==> config.mk <==
export PLATFORM = sky130hd
export DESIGN_NAME = lru_key_value_cache
export DESIGN_NICKNAME = d
export VERILOG_FILES = /design/src/hdl/lkvc_pkg.sv /design/src/hdl/lru_key_value_cache.sv /design/src/hdl/lkvc_ram.sv /design/src/hdl/lkvc_ctrl.sv /design/src/hdl/lkvc_datapath.sv
export SDC_FILE = /design/constraint.sdc
export NUM_CORES = 1
export LEC_CHECK = 0
export BUFFER_PORTS_ARGS = -buffer_cell sky130_fd_sc_hd__buf_4
export CAP_MARGIN = 20
export CORE_MARGIN = 2
export CORE_UTILIZATION = 67
export CTS_CLUSTER_DIAMETER = 40
export DETAILED_ROUTE_END_ITERATION = 8
export PLACE_DENSITY = 0.85
export SLEW_MARGIN = 10
export SYNTH_ARGS = -nofsm -noshare
export SYNTH_HDL_FRONTEND = slang
export SYNTH_SLANG_ARGS = --single-unit
==> constraint.sdc <==
create_clock -name clk_i -period 10.08 [get_ports clk_i]
set_input_delay 0.504 -clock clk_i [delete_from_list [all_inputs] [get_ports clk_i]]
set_output_delay 0.504 -clock clk_i [all_outputs]
set_load 0.1 [all_outputs]
==> src/hdl/lkvc_pkg.sv <==
package lkvc_pkg;

  localparam int unsigned FIELD_W     = 32;
  localparam int unsigned CAP_W       = 5;
  localparam int unsigned IN_TDATA_W  = 72;
  localparam int unsigned OUT_TDATA_W = 40;
  localparam int unsigned CFG_DATA_W  = 8;

  localparam logic [CAP_W-1:0] CAP_RESET = 5'd16;
  localparam logic             MODE_PUT  = 1'b1;

  typedef enum logic [1:0] {
    ST_IDLE,
    ST_UPDATE,
    ST_RESP
  } state_e;

  // controller to datapath
  typedef struct packed {
    logic capture;
    logic update;
    logic respond;
  } cmd_t;

  // datapath to controller
  typedef struct packed {
    logic out_free;
  } sts_t;

endpackage

==> src/hdl/lru_key_value_cache.sv <==
// fully associative key-value cache with least-recently-used replacement. a request is a get
// (mode 0) or a put (mode 1) and always yields one result: hit, the stored value on a get hit,
// and whether a put evicted the least recent entry or was dropped at capacity zero. the key is
// compared against all entries in the cycle it is accepted, ranks and the value memory port
// are updated in the next, and the registered memory read returns in the response state, when the
// result is loaded into the output register. the response state repeats while that register
// still holds a result the sink has not taken. a new request is accepted while the previous
// result still waits there. capacity writes are taken at any time and reset to 16; values
// above ENTRIES act as ENTRIES. lowering it drops nothing until a later put miss.
module lru_key_value_cache #(
  parameter int unsigned ENTRIES    = 16,
  parameter int unsigned KEY_BITS   = 32,
  parameter int unsigned VALUE_BITS = 32
) (
  input  logic                                 clk_i,
  input  logic                                 rst_ni,
  input  logic                                 s_axis_tvalid_i,
  output logic                                 s_axis_tready_o,
  // mode[0], lookup_key[32:1], write_value[64:33], zero pad
  input  logic [lkvc_pkg::IN_TDATA_W-1:0]      s_axis_tdata_i,
  output logic                                 m_axis_tvalid_o,
  input  logic                                 m_axis_tready_i,
  // hit[0], read_value[32:1], evicted[33], zero pad
  output logic [lkvc_pkg::OUT_TDATA_W-1:0]     m_axis_tdata_o,
  input  logic                                 cfg_valid_i,
  output logic                                 cfg_ready_o,
  // capacity[4:0], upper bits ignored
  input  logic [lkvc_pkg::CFG_DATA_W-1:0]      cfg_data_i
);

  localparam int unsigned FW = lkvc_pkg::FIELD_W;

  lkvc_pkg::cmd_t cmd;
  lkvc_pkg::sts_t sts;

  logic                 hit;
  logic signed [FW-1:0] read_value;
  logic                 evicted;

  lkvc_ctrl u_ctrl (
    .clk_i      (clk_i),
    .rst_ni     (rst_ni),
    .in_valid_i (s_axis_tvalid_i),
    .in_ready_o (s_axis_tready_o),
    .sts_i      (sts),
    .cmd_o      (cmd)
  );

  lkvc_datapath #(
    .ENTRIES    (ENTRIES),
    .KEY_BITS   (KEY_BITS),
    .VALUE_BITS (VALUE_BITS)
  ) u_datapath (
    .clk_i          (clk_i),
    .rst_ni         (rst_ni),
    .cmd_i          (cmd),
    .sts_o          (sts),
    .mode_i         (s_axis_tdata_i[0]),
    .lookup_key_i   (s_axis_tdata_i[FW:1]),
    .write_value_i  (s_axis_tdata_i[2*FW:FW+1]),
    .cfg_valid_i    (cfg_valid_i),
    .cfg_capacity_i (cfg_data_i[lkvc_pkg::CAP_W-1:0]),
    .out_valid_o    (m_axis_tvalid_o),
    .out_ready_i    (m_axis_tready_i),
    .hit_o          (hit),
    .read_value_o   (read_value),
    .evicted_o      (evicted)
  );

  assign cfg_ready_o    = 1'b1;
  assign m_axis_tdata_o = {{(lkvc_pkg::OUT_TDATA_W - FW - 2){1'b0}}, evicted, read_value, hit};

endmodule

==> src/hdl/lkvc_ram.sv <==
module lkvc_ram #(
  parameter int unsigned WIDTH = 32,
  parameter int unsigned DEPTH = 16
) (
  input  logic                                  clk_i,
  input  logic                                  wr_en_i,
  input  logic [(DEPTH > 1 ? $clog2(DEPTH) : 1)-1:0] wr_addr_i,
  input  logic [WIDTH-1:0]                      wr_data_i,
  input  logic                                  rd_en_i,
  input  logic [(DEPTH > 1 ? $clog2(DEPTH) : 1)-1:0] rd_addr_i,
  output logic [WIDTH-1:0]                      rd_data_o
);

  logic [WIDTH-1:0] mem_q [DEPTH];
  logic [WIDTH-1:0] rd_data_q;

  always_ff @(posedge clk_i) begin
    if (wr_en_i) begin
      mem_q[wr_addr_i] <= wr_data_i;
    end
    if (rd_en_i) begin
      rd_data_q <= mem_q[rd_addr_i];
    end
  end

  assign rd_data_o = rd_data_q;

endmodule

==> src/hdl/lkvc_ctrl.sv <==
module lkvc_ctrl (
  input  logic              clk_i,
  input  logic              rst_ni,
  input  logic              in_valid_i,
  output logic              in_ready_o,
  input  lkvc_pkg::sts_t    sts_i,
  output lkvc_pkg::cmd_t    cmd_o
);

  lkvc_pkg::state_e state_q, state_d;

  always_ff @(posedge clk_i or negedge rst_ni) begin
    if (!rst_ni) begin
      state_q <= lkvc_pkg::ST_IDLE;
    end else begin
      state_q <= state_d;
    end
  end

  always_comb begin
    state_d     = state_q;
    in_ready_o  = 1'b0;
    cmd_o       = '0;
    unique case (state_q)
      lkvc_pkg::ST_IDLE: begin
        in_ready_o = 1'b1;
        if (in_valid_i) begin
          cmd_o.capture = 1'b1;
          state_d       = lkvc_pkg::ST_UPDATE;
        end
      end
      lkvc_pkg::ST_UPDATE: begin
        cmd_o.update = 1'b1;
        state_d      = lkvc_pkg::ST_RESP;
      end
      lkvc_pkg::ST_RESP: begin
        // wait until the output register can take the result
        if (sts_i.out_free) begin
          cmd_o.respond = 1'b1;
          state_d       = lkvc_pkg::ST_IDLE;
        end
      end
      default: begin
        state_d = lkvc_pkg::ST_IDLE;
      end
    endcase
  end

endmodule

==> src/hdl/lkvc_datapath.sv <==
module lkvc_datapath #(
  parameter int unsigned ENTRIES    = 16,
  parameter int unsigned KEY_BITS   = 32,
  parameter int unsigned VALUE_BITS = 32
) (
  input  logic                              clk_i,
  input  logic                              rst_ni,
  input  lkvc_pkg::cmd_t                    cmd_i,
  output lkvc_pkg::sts_t                    sts_o,
  input  logic                              mode_i,
  input  logic signed [lkvc_pkg::FIELD_W-1:0] lookup_key_i,
  input  logic signed [lkvc_pkg::FIELD_W-1:0] write_value_i,
  input  logic                              cfg_valid_i,
  input  logic [lkvc_pkg::CAP_W-1:0]        cfg_capacity_i,
  output logic                              out_valid_o,
  input  logic                              out_ready_i,
  output logic                              hit_o,
  output logic signed [lkvc_pkg::FIELD_W-1:0] read_value_o,
  output logic                              evicted_o
);

  localparam int unsigned IDX_W  = (ENTRIES > 1) ? $clog2(ENTRIES) : 1;
  localparam int unsigned RANK_W = IDX_W;
  localparam int unsigned OCC_W  = $clog2(ENTRIES + 1);
  localparam int unsigned CMP_W  = (OCC_W > lkvc_pkg::CAP_W) ? OCC_W : lkvc_pkg::CAP_W;
  localparam int unsigned FW     = lkvc_pkg::FIELD_W;

  // per-entry state
  logic [ENTRIES-1:0]    valid_q;
  logic [KEY_BITS-1:0]   key_q  [ENTRIES];
  logic [RANK_W-1:0]     rank_q [ENTRIES];
  logic [OCC_W-1:0]      occ_q;
  logic [lkvc_pkg::CAP_W-1:0] cap_q;

  // captured request and lookup outcome
  logic                  put_q;
  logic [KEY_BITS-1:0]   req_key_q;
  logic [VALUE_BITS-1:0] req_value_q;
  logic                  hit_q;
  logic [ENTRIES-1:0]    match_q;
  logic [IDX_W-1:0]      found_idx_q;
  logic                  evict_q;
  logic                  store_q;
  logic                  drop_q;
  logic [ENTRIES-1:0]    victim_q;

  // output register
  logic                  out_valid_q;
  logic                  out_hit_q;
  logic [FW-1:0]         out_value_q;
  logic                  out_evicted_q;

  logic [KEY_BITS-1:0]   key_in;
  logic [VALUE_BITS-1:0] value_in;
  logic [ENTRIES-1:0]    match_d;
  logic                  hit_d;
  logic [IDX_W-1:0]      found_idx_d;
  logic [ENTRIES-1:0]    victim_d;
  logic [RANK_W-1:0]     occ_m1;
  logic                  put_in;
  logic                  cap_zero;
  logic                  at_cap;
  logic                  miss_put;

  logic [ENTRIES-1:0]    free_vec;
  logic [ENTRIES-1:0]    keep_vec;
  logic [IDX_W-1:0]      slot_idx;
  logic [RANK_W-1:0]     hit_rank;

  logic                  ram_wr_en;
  logic [IDX_W-1:0]      ram_wr_addr;
  logic                  ram_rd_en;
  logic [VALUE_BITS-1:0] ram_rd_data;
  logic [FW-1:0]         rd_ext;

  // field narrowing and sign extension to the configured widths
  if (KEY_BITS <= FW) begin : g_key_narrow
    assign key_in = lookup_key_i[KEY_BITS-1:0];
  end else begin : g_key_wide
    assign key_in = {{(KEY_BITS - FW){lookup_key_i[FW-1]}}, lookup_key_i};
  end

  if (VALUE_BITS <= FW) begin : g_val_narrow
    assign value_in = write_value_i[VALUE_BITS-1:0];
  end else begin : g_val_wide
    assign value_in = {{(VALUE_BITS - FW){write_value_i[FW-1]}}, write_value_i};
  end

  if (VALUE_BITS >= FW) begin : g_rd_wide
    assign rd_ext = ram_rd_data[FW-1:0];
  end else begin : g_rd_narrow
    assign rd_ext = {{(FW - VALUE_BITS){ram_rd_data[VALUE_BITS-1]}}, ram_rd_data};
  end

  // key compare across all entries and eviction decision
  assign occ_m1   = RANK_W'(occ_q - OCC_W'(1));
  assign put_in   = (mode_i == lkvc_pkg::MODE_PUT);
  assign cap_zero = (cap_q == '0);
  assign at_cap   = (occ_q == OCC_W'(ENTRIES)) || (CMP_W'(occ_q) >= CMP_W'(cap_q));
  assign miss_put = put_in && !hit_d;

  always_comb begin
    found_idx_d = '0;
    for (int i = 0; i < ENTRIES; i++) begin
      match_d[i]  = valid_q[i] && (key_q[i] == key_in);
      victim_d[i] = valid_q[i] && (rank_q[i] == occ_m1);
      if (match_d[i]) begin
        found_idx_d = found_idx_d | IDX_W'(i);
      end
    end
  end

  assign hit_d = |match_d;

  // free slot after a possible eviction, lowest index first
  assign keep_vec = valid_q & ~(evict_q ? victim_q : '0);
  assign free_vec = ~keep_vec;

  always_comb begin
    slot_idx = '0;
    hit_rank = '0;
    for (int i = ENTRIES - 1; i >= 0; i--) begin
      if (free_vec[i]) begin
        slot_idx = IDX_W'(i);
      end
    end
    for (int i = 0; i < ENTRIES; i++) begin
      if (match_q[i]) begin
        hit_rank = hit_rank | rank_q[i];
      end
    end
  end

  assign ram_wr_en   = cmd_i.update && put_q && (hit_q || store_q);
  assign ram_wr_addr = hit_q ? found_idx_q : slot_idx;
  assign ram_rd_en   = cmd_i.update && !put_q && hit_q;

  lkvc_ram #(
    .WIDTH (VALUE_BITS),
    .DEPTH (ENTRIES)
  ) u_value_ram (
    .clk_i     (clk_i),
    .wr_en_i   (ram_wr_en),
    .wr_addr_i (ram_wr_addr),
    .wr_data_i (req_value_q),
    .rd_en_i   (ram_rd_en),
    .rd_addr_i (found_idx_q),
    .rd_data_o (ram_rd_data)
  );

  always_ff @(posedge clk_i) begin
    if (cmd_i.capture) begin
      put_q       <= put_in;
      req_key_q   <= key_in;
      req_value_q <= value_in;
      hit_q       <= hit_d;
      match_q     <= match_d;
      found_idx_q <= found_idx_d;
      victim_q    <= victim_d;
      evict_q     <= miss_put && !cap_zero && at_cap;
      store_q     <= miss_put && !cap_zero;
      drop_q      <= miss_put && cap_zero;
    end
    if (cmd_i.update) begin
      for (int i = 0; i < ENTRIES; i++) begin
        if (hit_q) begin
          // move the touched entry to the front
          if (match_q[i]) begin
            rank_q[i] <= '0;
          end else if (valid_q[i] && (rank_q[i] < hit_rank)) begin
            rank_q[i] <= rank_q[i] + RANK_W'(1);
          end
        end else if (store_q) begin
          if (slot_idx == IDX_W'(i)) begin
            rank_q[i] <= '0;
            key_q[i]  <= req_key_q;
          end else if (keep_vec[i]) begin
            rank_q[i] <= rank_q[i] + RANK_W'(1);
          end
        end
      end
    end
    if (cmd_i.respond) begin
      out_hit_q     <= hit_q;
      out_value_q   <= (hit_q && !put_q) ? rd_ext : '0;
      out_evicted_q <= evict_q || drop_q;
    end
  end

  always_ff @(posedge clk_i or negedge rst_ni) begin
    if (!rst_ni) begin
      valid_q     <= '0;
      occ_q       <= '0;
      cap_q       <= lkvc_pkg::CAP_RESET;
      out_valid_q <= 1'b0;
    end else begin
      if (cfg_valid_i) begin
        cap_q <= cfg_capacity_i;
      end
      if (cmd_i.update && store_q) begin
        valid_q <= keep_vec | (ENTRIES'(1) << slot_idx);
        if (!evict_q) begin
          occ_q <= occ_q + OCC_W'(1);
        end
      end
      if (cmd_i.respond) begin
        out_valid_q <= 1'b1;
      end else if (out_ready_i) begin
        out_valid_q <= 1'b0;
      end
    end
  end

  assign sts_o.out_free = !out_valid_q || out_ready_i;
  assign out_valid_o    = out_valid_q;
  assign hit_o          = out_hit_q;
  assign read_value_o   = out_value_q;
  assign evicted_o      = out_evicted_q;

endmodule
* Word-level counts from Yosys, hierarchy flattened
Memories as Yosys holds them, arrays and structs flattened. A register that Yosys moved wholly into a read port is not among the register bits.
Index checks and enable logic that the tools add are counted.
** Word-level totals
- Bits in registers :: 168
- Bits in latches :: 0
- RAM bits :: 1088
- ROM bits :: 0
- Output and inout bits :: 43
- Memories :: 3
** Cells by class
- Add/subtract/negate cells :: 18
- $mul :: 0
- Div/mod/pow operators :: 0
- Order comparisons :: 17
- Equal/unequal tests :: 52
- Shift operators :: 1
- Muxes and demuxes :: 471
- Bitwise gates (word level) :: 68
- Reductions and logical operators :: 91
** Memory list
- u_datapath.key_q :: words 16, bits a word 32, read ports 16, clocked after Yosys merged registers in 0, wr ports 1, line lkvc_datapath.sv:30 : logic [KEY_BITS-1:0] key_q [ENTRIES];
- u_datapath.u_value_ram.mem_q :: words 16, bits a word 32, read ports 1, clocked after Yosys merged registers in 1, wr ports 1, line lkvc_ram.sv:14 : logic [WIDTH-1:0] mem_q [DEPTH];
- u_datapath.rank_q :: words 16, bits a word 4, read ports 16, clocked after Yosys merged registers in 0, wr ports 16, line lkvc_datapath.sv:31 : logic [RANK_W-1:0] rank_q [ENTRIES];
** Operators by type and width (number)
- 32-bit == test :: 16
- 32-bit 2-to-1 mux :: 15
- 32-bit OR reduction :: 15
- 4-bit 2-to-1 mux :: 96
- 1-bit 2-to-1 mux :: 348
- 4-bit by 1-bit adder with 4-bit output, second input constant :: 16
- 4-bit == test :: 16
- 4-bit less-than comparator :: 16
- 4-bit OR :: 15
- 1-bit logical AND :: 58
- 1-bit OR :: 48
- 4-bit == test, second input constant :: 8
- 16-bit NOT :: 2
- 16-bit bitwise AND :: 1
- 4-bit by 3-bit == test with 1-bit output, second input constant :: 4
- 16-bit 2-to-1 mux :: 1
- 16-bit OR :: 1
- 16-bit OR reduction :: 1
- 1-bit by 4-bit left shift with 16-bit output, first input constant :: 1
- 2-bit 2-to-1 mux :: 6
- 3-bit 2-to-1 mux :: 4
- 4-bit by 2-bit == test with 1-bit output, second input constant :: 2
- 8-bit OR reduction :: 1
- 2-bit case mux with 3 select lines :: 1
- other kinds (18) :: 26

* Longest topological paths before layout
- Word-level depth :: 42
- Depth in mapped cells :: 12
- Depth with buffers taken out :: 10

* Modules after synthesis
From an unflattened synthesis, not the netlist that was laid out.
** Unflattened totals
- Cells, all modules :: 3144
- Area total of the unflattened synthesis :: 53822.9 sq um
** By module, submodules not included
- lkvc_datapath :: times used 1, cells an instance 2286, area an instance 33497.1 sq um
- lkvc_ram :: times used 1, cells an instance 838, area an instance 20155.6 sq um
- lkvc_ctrl :: times used 1, cells an instance 9, area an instance 95.1 sq um
- lru_key_value_cache :: times used 1, cells an instance 11, area an instance 75.1 sq um

* Least setup slack after synthesis
No wires, ideal clock.
- Kind :: register -> register
- Start :: register u_ctrl.state_q[0]
- End :: register u_datapath.drop_q (enable)
- Arrival time :: 4.266 ns
- Data required time :: 9.606 ns
- Setup slack :: 5.339 ns
- Cell stages (with the launch flop) :: 3
- Path buffers :: 0
- Cell sequence :: dfrtp_1 -> nor2_1 -> and2_1
** RTL lines
- start, declared :: line lkvc_ctrl.sv:10 : lkvc_pkg::state_e state_q, state_d;
- start signal, assigned :: line lkvc_ctrl.sv:14 : state_q <= lkvc_pkg::ST_IDLE;
- start signal, assigned :: line lkvc_ctrl.sv:16 : state_q <= state_d;
- end signal, assigned :: line lkvc_datapath.sv:162 : drop_q <= miss_put && cap_zero;
- end, declared :: line lkvc_datapath.sv:44 : logic drop_q;

* Worst setup path after layout
- Start :: register u_datapath.valid_q[2]
- End :: memory u_datapath.u_value_ram.mem_q[8][6] (enable)
** Between the ends
- Longest elaborated chain between the ends :: 6
** Ends and longest elaborated chain
- start, declared :: line lkvc_datapath.sv:29 : logic [ENTRIES-1:0] valid_q;
- start signal, assigned :: line lkvc_datapath.sv:201 : valid_q <= keep_vec | (ENTRIES'(1) << slot_idx);
- 16-bit bitwise AND :: line lkvc_datapath.sv:116 : assign keep_vec = valid_q & ~(evict_q ? victim_q : '0);
- 16-bit NOT :: line lkvc_datapath.sv:117 : assign free_vec = ~keep_vec;
- 4-bit 2-to-1 mux (3 in a row) :: line lkvc_datapath.sv:123 : if (free_vec[i]) begin
- 4-bit 2-to-1 mux :: line lkvc_datapath.sv:135 : assign ram_wr_addr = hit_q ? found_idx_q : slot_idx;
- end, declared :: line lkvc_ram.sv:14
No other way between the ends.

==> impl_metrics.csv <==
group,metric,value,unit
cts,cts_sinks,1288,
grt,grt_pass1_wl,220.5,mm
floorplanning,core,0.07900,mm²
worst_setup_path,worst_ep_arrival_time,4.62,ns
cts,numCtsBuffers,148,
placed_design,place_hpwl,80.07,mm
cells_and_area,drive_gt1_share,18.01,%
grt,grtUsageTotal,38.43,%
sta,worstMarginPinSlew,1.369,ns
floorplanning,fp.dieW,286.7,µm
worst_setup_path,crit_required,10.47,ns
sta,tns,0,ns
worst_setup_path,crit_chain,"a21boi_0 > nand2_1 > o21ai_1 > or2_0 > o21a_2 > nand2_1 > nor2_4 > buf_4",
min_path,min_from,"s_axis_tvalid_i",
worst_setup_path,slowest_stage,"a21boi_0",
cts,insertion_delay,0.78,ns
floorplanning,start_util,67.79,%
cells_and_area,regArea,0.03853,mm²
synth,async_flop_share,2.252,%
sta,fin_skew,0.07316,ns
drt,ant_nets,0,
worst_setup_path,critPathMostFrequentCell,"nand2_1",
drt,num_vias,31650,
synth,ys_ff_latch,1288,
grt,overflow,0,
synth,syn-cell-area,0.05355,mm²
cts,clk_pin_slew,0.06,ns
worst_setup_path,endpoint_kind,"register",
worst_setup_path,reg2reg_to,"u_datapath.u_value_ram.mem_q[8][6]",
synth,synth_warnings,0,
synth,syn_area_per_cell,17.59,µm²
worst_setup_path,critical_path_depth,8,
run,cap_violations,0,
floorplanning,io_pins,128,
worst_setup_path,critPathTopFamily,"simple AND/OR/NAND/NOR gates",
grt,antenna_found_initial,4,
worst_setup_path,critPathMaxStageDelay,0.75,ns
synth,yosysUniqueCellTypes,67,
drt,wl,159.5,mm
sta,hold_violations,0,
grt,grt_pass1_vias,31610,
worst_setup_path,crit_buf_inv,1,
cells_and_area,area_delta_synth_final,13.93,%
sta,min_period_over_period,41.99,%
sta,timing.fmax,236.3,MHz
cells_and_area,nNetsFinal,3414,
sta,final_max_slew_viol_count,0,
floorplanning,die_h,286.7,µm
worst_setup_path,r2r-start,"u_datapath.valid_q[2]",
power,p_per_area,225.2,mW/mm²
min_path,min_to,"u_ctrl.state_q[0]",
synth,synth_cells,3045,
drt,firstDrtPassIters,5,
placed_design,gp_congestion,0.9293,
power,vdd_drop_max,0.2158,mV
drt,vias_per_cell,7.143,
sta,setup-violations-final,0,
synth,yosysSeqAreaShare,71.95,%
drt,wl_per_cell,35.99,µm
placed_design,place_area,0.05550,mm²
drt,drtIter0Drc,5016,
worst_setup_path,path_max_fanout,22,
synth,synth-edff-count,1259,
floorplanning,rows,103,
status,status,"completed",
placed_design,portBuffers,110,
power,p_leak,0.02006,µW
cts,cts_root_buffer,"clkbuf_16",
drt,drc,0,
cts,cts_tree,"built",
cts,htree_levels,4,
synth,ys.flop_type,"edfxtp_1",
sta,rsz0062_at_grt,"no",
cells_and_area,antenna_cells,0,
sta,relSlewSlack,8.758,%
cells_and_area,fillers,3921,
sta,fin_crit,4.232,ns
worst_setup_path,crit_path_start_kind,"register",
worst_setup_path,reg2reg_depth,8,
floorplanning,dieArea,0.08221,mm²
worst_setup_path,path_class,"reg2reg",
cells_and_area,finish.instance_area,0.06101,mm²
grt,grt_max_degree,125,
min_path,holdPathStages,2,
cts,clk_path_buf_depth,3,
worst_setup_path,r2r_slack,5.85,ns
cells_and_area,multi_input_area,0.01441,mm²
min_path,hp-class,"in2reg",
==> per-stage QoR <==
| stage | total power [µW] | instances | utilization (%) | hold WS [ns] | worst slack (ns) |
|---|---|---|---|---|---|
| final | 13740 | 4431 | 77.23 | 0.02628 | 5.848 |
| after global routing | 14000 | 4431 | 77.23 | 0.03343 | 5.775 |
| after CTS | 13610 | 4419 | 76.94 | 0.001035 | 5.958 |
| after detailed placement | 8258 | 4109 | 70.25 | 0.4571 | 6.033 |
| after global placement | 8183 | 4108 | 70.23 | 0.4552 | 6.070 |
| after floorplan | 7643 | 3050 | - | 0.2084 | 5.339 |
==> synth_stat cells, drive strengths merged, types with 5 or more instances <==
cell / count / area, µm²
edfxtp: 1259 / 37810
nor4b: 11 / 96.34
inv: 33 / 123.9
o21ai: 48 / 240.2
xnor2: 370 / 3248
a22oi: 23 / 177.7
and3: 19 / 118.9
nor2b: 20 / 125.1
nand3b: 15 / 112.6
ha: 71 / 888.4
buf: 102 / 630.6
a22o: 13 / 113.9
clkbuf: 36 / 135.1
nand2: 78 / 292.8
nor3: 47 / 235.2
nand3: 70 / 350.3
mux4: 160 / 3603
dfrtp: 28 / 700.7
xor2: 237 / 2076
nand2b: 9 / 71.32
or4: 6 / 45.04
nand4: 86 / 538.0
or2: 5 / 31.28
and2: 39 / 244.0
a21oi: 14 / 73.82
nor4: 53 / 331.6
o21a: 34 / 264.0
a221oi: 10 / 87.58
nor2: 100 / 385.4
a21boi: 7 / 52.55
==> worst max path at each step <==
stage	start	endpoint	slack (ns)
floorplan	u_ctrl.state_q[0]	u_datapath.drop_q	5.34
global placement	u_datapath.valid_q[2]	u_datapath.u_value_ram.mem_q[8][6]	6.07
detailed placement	u_datapath.valid_q[2]	u_datapath.u_value_ram.mem_q[8][6]	6.03
CTS	u_datapath.valid_q[2]	u_datapath.u_value_ram.mem_q[8][6]	5.96
global route	u_datapath.valid_q[2]	u_datapath.u_value_ram.mem_q[8][1]	5.78
finish	u_datapath.valid_q[2]	u_datapath.u_value_ram.mem_q[8][6]	5.85
==> layer usage <==
layer	vias up	track usage [%]	share of wire, %
met4	6	23.25	7.3
met1	15580	49.87	33
li1	12130	-	-
met3	772	10.06	14
met2	3164	59.15	46
met5	-	0	0.028
==> power breakdown <==
group	switching, µW	total [µW]	internal [µW]
registers	385	6600	6220
clock network	2310	5460	3150
logic	1100	1670	573
==> area by class of cell <==
type	instances	share of cell area (%)
tap	1050	2.153
clock inverter	96	1.626
multi-input combinational	1591	23.62
clock buffer	177	6.421
sequential	1288	63.16
inverter	33	0.2030
timing repair buffer	196	2.818
==> logic make-up after synthesis <==
family                     Yosys count  share of synthesized area, %
AOI/OAI and AO/OA                  178                         2.339
xor gates and xnor gates           607                         9.941
adders and majority gates           71                         1.659
buffers and inverters              171                         1.661
DFF                               1288                         71.95
muxes                              161                         6.750
other                                2                       0.01402
and+or+nand+nor                    567                         5.684
==> worst reg2reg max path, delay by kind of cell, from the launching register on <==
family                 cells  cell delay, ns
and+or+nand+nor            4            1.40
AOI/OAI and AO/OA          3            1.33
DFF                        1            0.66
buffers and inverters      1            0.49
==> timing repair <==
item                                   in CTS  in global routing
endpoints found under the hold margin      64                  0
gates resized for setup                     0                  0
buffers inserted                            0                  0
setup endpoints to repair                   0                  0
hold buffers                               37                  0
==> cell usage in the layout (no fill, tap or decap), types with 28 or more instances in the layout <==
cell type         n
edfxtp_1       1259
xnor2_1         369
xor2_1          236
mux4_2          160
clkbuf_16       152
buf_4           145
nand4_1          86
nand2_1          78
nor2_1           74
ha_1             71
nand3_1          70
nor4_1           51
o21ai_0          47
nor3_1           37
and2_1           37
dlygate4sd3_1    37
inv_1            32
o21a_1           32
dfrtp_1          28
==> sequential cells by signal, indices dropped and copies added, names as in the netlist <==
| name | flops |
|---|---|
| u_datapath.match_q | 16 |
| u_datapath.valid_q | 16 |
| u_datapath.found_idx_q | 4 |
| u_datapath.put_q | 1 |
| u_datapath.occ_q | 5 |
| u_datapath.req_key_q | 32 |
| u_datapath.req_value_q | 32 |
| u_datapath.read_value_o | 32 |
| u_datapath.hit_o | 1 |
| u_datapath.key_q | 512 |
| u_datapath.store_q | 1 |
| u_datapath.hit_q | 1 |
| u_ctrl.state_q | 2 |
| u_datapath.rank_q | 64 |
| u_datapath.evicted_o | 1 |
| u_datapath.evict_q | 1 |
| u_datapath.cap_q | 5 |
| u_datapath.victim_q | 16 |
| u_datapath.u_value_ram.mem_q | 512 |
| u_datapath.drop_q | 1 |
| u_datapath.out_valid_o | 1 |
| u_datapath.u_value_ram.rd_data_o | 32 |
No activity file was read; power rests on OpenSTA's default activity.
